[config.mk]
export PLATFORM = sky130hd
export DESIGN_NAME = ahe_ctrl
export DESIGN_NICKNAME = d
export VERILOG_FILES = /design/src/design/ahe_pkg.sv /design/src/design/ahe_ctrl.sv
export SDC_FILE = /design/constraint.sdc
export NUM_CORES = 1
export LEC_CHECK = 0
export BUFFER_PORTS_ARGS = -buffer_cell sky130_fd_sc_hd__buf_2
export CORE_UTILIZATION = 40
export CTS_BUF_LIST = sky130_fd_sc_hd__clkbuf_4
export DETAILED_ROUTE_END_ITERATION = 6
export SYNTH_ARGS = -nofsm -noshare
export SYNTH_HDL_FRONTEND = slang
export SYNTH_SLANG_ARGS = --single-unit
[constraint.sdc]
create_clock -name clk -period 3 [get_ports clk]
set_input_delay 0.3 -clock clk [delete_from_list [all_inputs] [get_ports clk]]
set_output_delay 0.3 -clock clk [all_outputs]
set_load 0.02 [all_outputs]
[src/design/ahe_pkg.sv]
// Adaptive Huffman encoder: shared package.
// Holds the controller command codes, the datapath status struct and fixed widths.
// No dependencies.
package ahe_pkg;

  localparam int SYM_W         = 9;
  localparam int CODE_W        = 32;
  localparam int CLEN_W        = 6;
  localparam int MAX_CODE_BITS = 288;
  localparam int LEN_W         = 9;

  typedef enum logic [4:0] {
    CMD_NOP,
    CMD_INIT,
    CMD_LOAD,
    CMD_START,
    CMD_PATH_RD,
    CMD_PATH_RIGHT,
    CMD_PATH_BIT,
    CMD_UPD,
    CMD_SPLIT_A,
    CMD_SPLIT_B,
    CMD_SPLIT_Q,
    CMD_INC_RD,
    CMD_INC_WR,
    CMD_CL_RD,
    CMD_FP_INIT,
    CMD_POP,
    CMD_NODE_RD,
    CMD_VISIT,
    CMD_PUSH_L,
    CMD_SWAP_RD,
    CMD_SWAP_RD2,
    CMD_SWAP_W1,
    CMD_SWAP_W2,
    CMD_EMIT_SHIFT
  } cmd_t;

  typedef struct packed {
    logic sym_ok;
    logic path_done;
    logic is_new;
    logic room;
    logic q_root;
    logic climb_done;
    logic sp_zero;
    logic node_bad;
    logic push;
    logic best_zero;
    logic rem_zero;
    logic last;
  } stat_t;

endpackage

[src/design/ahe_ctrl.sv]
// Adaptive Huffman encoder: controller state machine.
// Sequences the datapath by commands; depends on ahe_pkg.
module ahe_ctrl (
  input  logic           clk,
  input  logic           rst_n,
  input  logic           in_valid,
  output logic           in_stall,
  output logic           out_valid,
  input  logic           out_stall,
  output ahe_pkg::cmd_t  cmd,
  input  ahe_pkg::stat_t st
);
  import ahe_pkg::*;

  typedef enum logic [4:0] {
    S_INIT, S_IDLE, S_START, S_PW_P, S_PW_R, S_PW_B, S_UPD,
    S_SP_A, S_SP_B, S_SP_Q, S_INC_RD, S_INC_WR, S_CL_CHK, S_CL_LAT,
    S_FP_POP, S_FP_NODE, S_FP_VIS, S_FP_PUSH, S_FP_END,
    S_SW_R2, S_SW_W1, S_SW_W2, S_EMIT
  } state_t;

  state_t state_r, state_nxt;

  assign in_stall  = (state_r != S_IDLE);
  assign out_valid = (state_r == S_EMIT) && !st.rem_zero;

  always_comb begin
    state_nxt = state_r;
    cmd       = CMD_NOP;
    unique case (state_r)
      S_INIT: begin
        cmd       = CMD_INIT;
        state_nxt = S_IDLE;
      end
      S_IDLE: begin
        if (in_valid) begin
          cmd = CMD_LOAD;
          if (st.sym_ok) begin
            state_nxt = S_START;
          end
        end
      end
      S_START: begin
        cmd       = CMD_START;
        state_nxt = S_PW_P;
      end
      S_PW_P: begin
        cmd       = CMD_PATH_RD;
        state_nxt = st.path_done ? S_UPD : S_PW_R;
      end
      S_PW_R: begin
        cmd       = CMD_PATH_RIGHT;
        state_nxt = S_PW_B;
      end
      S_PW_B: begin
        cmd       = CMD_PATH_BIT;
        state_nxt = S_PW_P;
      end
      S_UPD: begin
        cmd = CMD_UPD;
        if (st.is_new) begin
          state_nxt = st.room ? S_SP_A : S_EMIT;
        end else begin
          state_nxt = S_INC_RD;
        end
      end
      S_SP_A: begin
        cmd       = CMD_SPLIT_A;
        state_nxt = S_SP_B;
      end
      S_SP_B: begin
        cmd       = CMD_SPLIT_B;
        state_nxt = S_SP_Q;
      end
      S_SP_Q: begin
        cmd       = CMD_SPLIT_Q;
        state_nxt = st.q_root ? S_EMIT : S_INC_RD;
      end
      S_INC_RD: begin
        cmd       = CMD_INC_RD;
        state_nxt = S_INC_WR;
      end
      S_INC_WR: begin
        cmd       = CMD_INC_WR;
        state_nxt = S_CL_CHK;
      end
      S_CL_CHK: begin
        cmd       = CMD_CL_RD;
        state_nxt = st.climb_done ? S_EMIT : S_CL_LAT;
      end
      S_CL_LAT: begin
        cmd       = CMD_FP_INIT;
        state_nxt = S_FP_POP;
      end
      S_FP_POP: begin
        if (st.sp_zero) begin
          state_nxt = S_FP_END;
        end else begin
          cmd       = CMD_POP;
          state_nxt = S_FP_NODE;
        end
      end
      S_FP_NODE: begin
        cmd       = CMD_NODE_RD;
        state_nxt = st.node_bad ? S_FP_POP : S_FP_VIS;
      end
      S_FP_VIS: begin
        cmd       = CMD_VISIT;
        state_nxt = st.push ? S_FP_PUSH : S_FP_POP;
      end
      S_FP_PUSH: begin
        cmd       = CMD_PUSH_L;
        state_nxt = S_FP_POP;
      end
      S_FP_END: begin
        cmd       = CMD_SWAP_RD;
        state_nxt = st.best_zero ? S_INC_RD : S_SW_R2;
      end
      S_SW_R2: begin
        cmd       = CMD_SWAP_RD2;
        state_nxt = S_SW_W1;
      end
      S_SW_W1: begin
        cmd       = CMD_SWAP_W1;
        state_nxt = S_SW_W2;
      end
      S_SW_W2: begin
        cmd       = CMD_SWAP_W2;
        state_nxt = S_INC_RD;
      end
      S_EMIT: begin
        if (st.rem_zero) begin
          state_nxt = S_IDLE;
        end else if (!out_stall) begin
          cmd = CMD_EMIT_SHIFT;
          if (st.last) begin
            state_nxt = S_IDLE;
          end
        end
      end
      default: state_nxt = S_INIT;
    endcase
  end

  always_ff @(posedge clk) begin
    if (!rst_n) begin
      state_r <= S_INIT;
    end else begin
      state_r <= state_nxt;
    end
  end

endmodule

# Word level (Yosys, flattened, before mapping)
# Cells that the tools add are included.
# classes
eq_ne	27
n_mux	20
reduce_logical	6
# ops
op	count
$pmux 5 s23	1
$pmux 5 s21	1
$mux 5	15
$eq 5x4->1 const B	8
$eq 5x5->1 const B	7
$eq 5x3->1 const B	4
$eq 5x2->1 const B	2
$ne 3x3->1 const B	2
$eq 5x1->1 const B	1
$logic_not 5->1	1
$ne 5x1->1 const B	1
$mux 2	2
$mux 4	1
$ne 2x2->1 const B	2
$reduce_and 4->1	1
$reduce_or 2->1	2
$logic_and 1x1->1	1
$logic_not 1->1	1
# word_totals
reg_bits	5
inputBits	16
out_inout_bits	7
word_cells	54

# Longest topological paths before layout
# depth
depth_word	4
depth_mapped	7

# Worst setup path after synthesis
# Ideal clock, no wire load.
# synth_timing
path_kind	register -> output
from	register state_r[4]
to	output cmd[1]
arrival_ns	1.420
required_time_ns	2.700
setup_slack_ns	1.280
path_stages_with_launch	6
n_path_buf	1
path_cell_list	dfxtp_1 -> buf_6 -> or3b_4 -> nor3_4 -> nand2b_1 -> nand3_1
# synth_via
elab_chain_cells	2
elab_cells_between_ends	24
cone_classes	eq/ne: 22; mux: 1; reduce/logical: 1
# synth_rtl
element	line_no	text
from (decl)	ahe_ctrl.sv:22	state_t state_r, state_nxt;
from (signal assigned)	ahe_ctrl.sv:149	state_r <= state_nxt;
$eq 5x5->1, or another cell as far along	ahe_ctrl.sv:30	unique case (state_r)
$pmux 5 s23 (*)	ahe_ctrl.sv:30	
to (decl)	ahe_ctrl.sv:10	output ahe_pkg::cmd_t cmd,
# Mark *: on every way between the ends. The rest lies on a longest branch, timed or not.

# Worst setup path in the final report
# layout_timing
from	register state_r[2]
to	output cmd[0]
# Same word-level chain as after synthesis.

==> impl_metrics.yaml <==
routing:
  wl_per_cell_um: 14.12
  wl_met3_um: 230
  postRouteAntennaNets: 0
  viasPerCell: 6.053
  routed_wirelength_um: 2386
  drt-pass1-iter-count: 5
  routed.top_layer: "met4"
  wl_met2_um: 1055
  num_vias: 1023
  met1_length_um: 1094
  drc: 0
  first_iter_violations: 25
cells_and_area:
  largest_register_ffs: 5
  top_register: "state_r"
  drive_above_1_share_pct: 28.17
  final_common_cell: "buf_2"
  antenna_cells: 0
  fin_nets: 159
  area_delta_synth_final_pct: 9.724
  mostFrequentLayoutCells: "buf_2, nor2_1, a21oi_1"
  largestRegisters: "state_r: 5 flops"
synth:
  ys_top_cells_by_area: "dfxtp_1, a21oi_1, nor2_1, o21ai_0, buf_6"
  synthSimpleGateAreaFrac_pct: 38.75
  synth_nets: 141
  muxShareOfSynthArea_pct: 1.161
  synthAdderAreaFrac_pct: 0
  synth-edff-count: 0
  synth_xor_area_share_pct: 0
  syn_area_per_cell_um2: 6.897
  synth_compound_area_share_pct: 34.54
  synth-seq-cells: 5
  syn_inst: 125
  synth_top_family_by_area: "simple AND/OR/NAND/NOR gates"
  synth_warnings: 0
  synth_top_area_share_pct: 11.61
  synth_area_um2: 862.1
  ys_types: 50
  async_flop_share_pct: 0
  seq_area_frac_synth_pct: 11.61
  ys.flop_type: "dfxtp_1"
  synth_top_area_cell: "dfxtp_1"
clock_tree:
  clk_latency_ps: 240
  cts_tree: "yes"
  post_cts_buffers: 0
  clkSinkCount: 5
  clockBufferDepth: 2
  clkTransAtPathRegs_ps: 40
  root_buffer: "clkbuf_4"
  postCtsResizedCells: 0
  cts_hold_buffers: 0
  htreeDepth: 1
  numCtsBuffers: 3
global_routing:
  grt_pass1_vias: 906
  grt_pass1_wl_um: 3967
  grt_max_degree: 23
  track_usage_pct: 20.95
  grt_overflow: 0
  antenna_found_initial: 0
place:
  dp_hpwl_um: 1759
  place_congestion: 0.8804
  io_buffers: 22
timing:
  hold_ws_ps: 350.8
  final.setup_skew_ps: 7.281
  period_minus_slack_ps: 2372
  tightest_slew_ps: 720.4
  hold_viol: 0
  slew_headroom_pct: 51.91
  finalCritPeriodShare_pct: 79.07
  drv_slew: 0
  max_freq_mhz: 421.6
  setup-violations-final: 0
  rsz0062_at_grt: "false"
  setup_tns_ps: 0
power:
  leakagePower_uw: 0.0004041
  clkPwrFrac_pct: 14.7
  share_seq_of_total_power_pct: 27.0
  p_int_uw: 296.5
  switching_share_pct: 50.55
  power.share.combinational_pct: 58.3
  peakVddDrop_mv: 0.2607
  p_sw_uw: 303.1
  pwr_density_cell_nw_per_um2: 633.9
setup_path:
  cp-start-kind: "flip-flop"
  endpoint_kind: "output pin"
  critPathKind: "flip-flop to output pin"
  r2r_cells: 5
  required_ps: 2700
  worstPathArrival_ps: 2070
  worstPathMaxFanout: 19
floorplan:
  ios: 23
  rows: 16
  coreArea_um2: 2002
  dieArea_um2: 2345
  start_util_pct: 43.06
  die_w_um: 48.43
  fp.dieH_um: 48.43
job:
  drv_cap: 0
min_path:
  worstHoldPathCells: 2
  hold_path.class: "input port to flip-flop"
outcome:
  status: "completed"
kinds of logic (layout without fill, tap and decap cells):
group,Yosys count,in the layout
and+or+nand+nor,58,58
DFF,5,5
muxes,1,1
buffers and inverters,16,33
AOI/OAI and AO/OA,45,45
area by class of cell:
type	count	area (um^2)
fillers	232	1056
repair buffers	23	117.6
multi-input cells	104	641.9
flip-flops and latches	5	100.1
clock buffers	4	30.03
inverters	6	22.52
well taps	27	33.78
power groups by stage:
| stage | clock network [uW] | registers, uW | logic, uW |
|---|---|---|---|
| 2_1_floorplan | 0 | 90.7 | 361 |
| 3_3_place_gp | 0 | 162 | 349 |
| 3_5_place_dp | 0 | 161 | 344 |
| 4_1_cts | 93.1 | 159 | 347 |
| 5_1_grt | 97.4 | 172 | 381 |
| 6_report | 88.4 | 162 | 349 |
Yosys cell counts (2+ instances only):
master,instances
nor2_1,13
a21oi_1,10
o21ai_0,9
nand2_1,8
nand3_1,6
dfxtp_1,5
nand2b_1,5
buf_6,4
inv_1,3
inv_2,3
nand4_1,3
nor2b_1,3
nor3_1,3
o21ai_1,3
a21o_1,2
and3_1,2
buf_2,2
buf_4,2
clkbuf_8,2
nand2_2,2
nor3b_1,2
o211ai_1,2
o21a_1,2
o221ai_1,2
o31ai_1,2
per-stage QoR:
stage	cells	total power (uW)	setup WS [ps]	util [%]	instance area, um^2
2_1_floorplan	125	452.1	1280	-	862.1
3_3_place_gp	165	511.0	869.1	45.75	915.9
3_5_place_dp	165	504.4	922.1	45.75	915.9
4_1_cts	169	599.4	660.7	47.25	945.9
5_1_grt	169	650.3	473.9	47.25	945.9
6_report	169	599.6	627.9	47.25	945.9
worst max-delay path, stage by stage, from the launching register on:
cell and delay (ps):
dfxtp_1 780, inv_1 240, nor2_2 270, a21oi_1 110, o221ai_1 200, nand2_1 70
buf_2 150
per-layer routing:
layer,up-vias,global-route usage (%)
met5,-,0
met4,0,3.431
met3,2,5.660
met2,70,34.74
met1,454,27.53
li1,497,-
final timing paths:
check             start          to  slack [ps]
max          state_r[2]      cmd[0]         630
min               rst_n  state_r[2]         350
max reg2reg  state_r[2]  state_r[0]        1000
min reg2reg  state_r[4]  state_r[1]         880
Power figures use the tool's default switching activity.
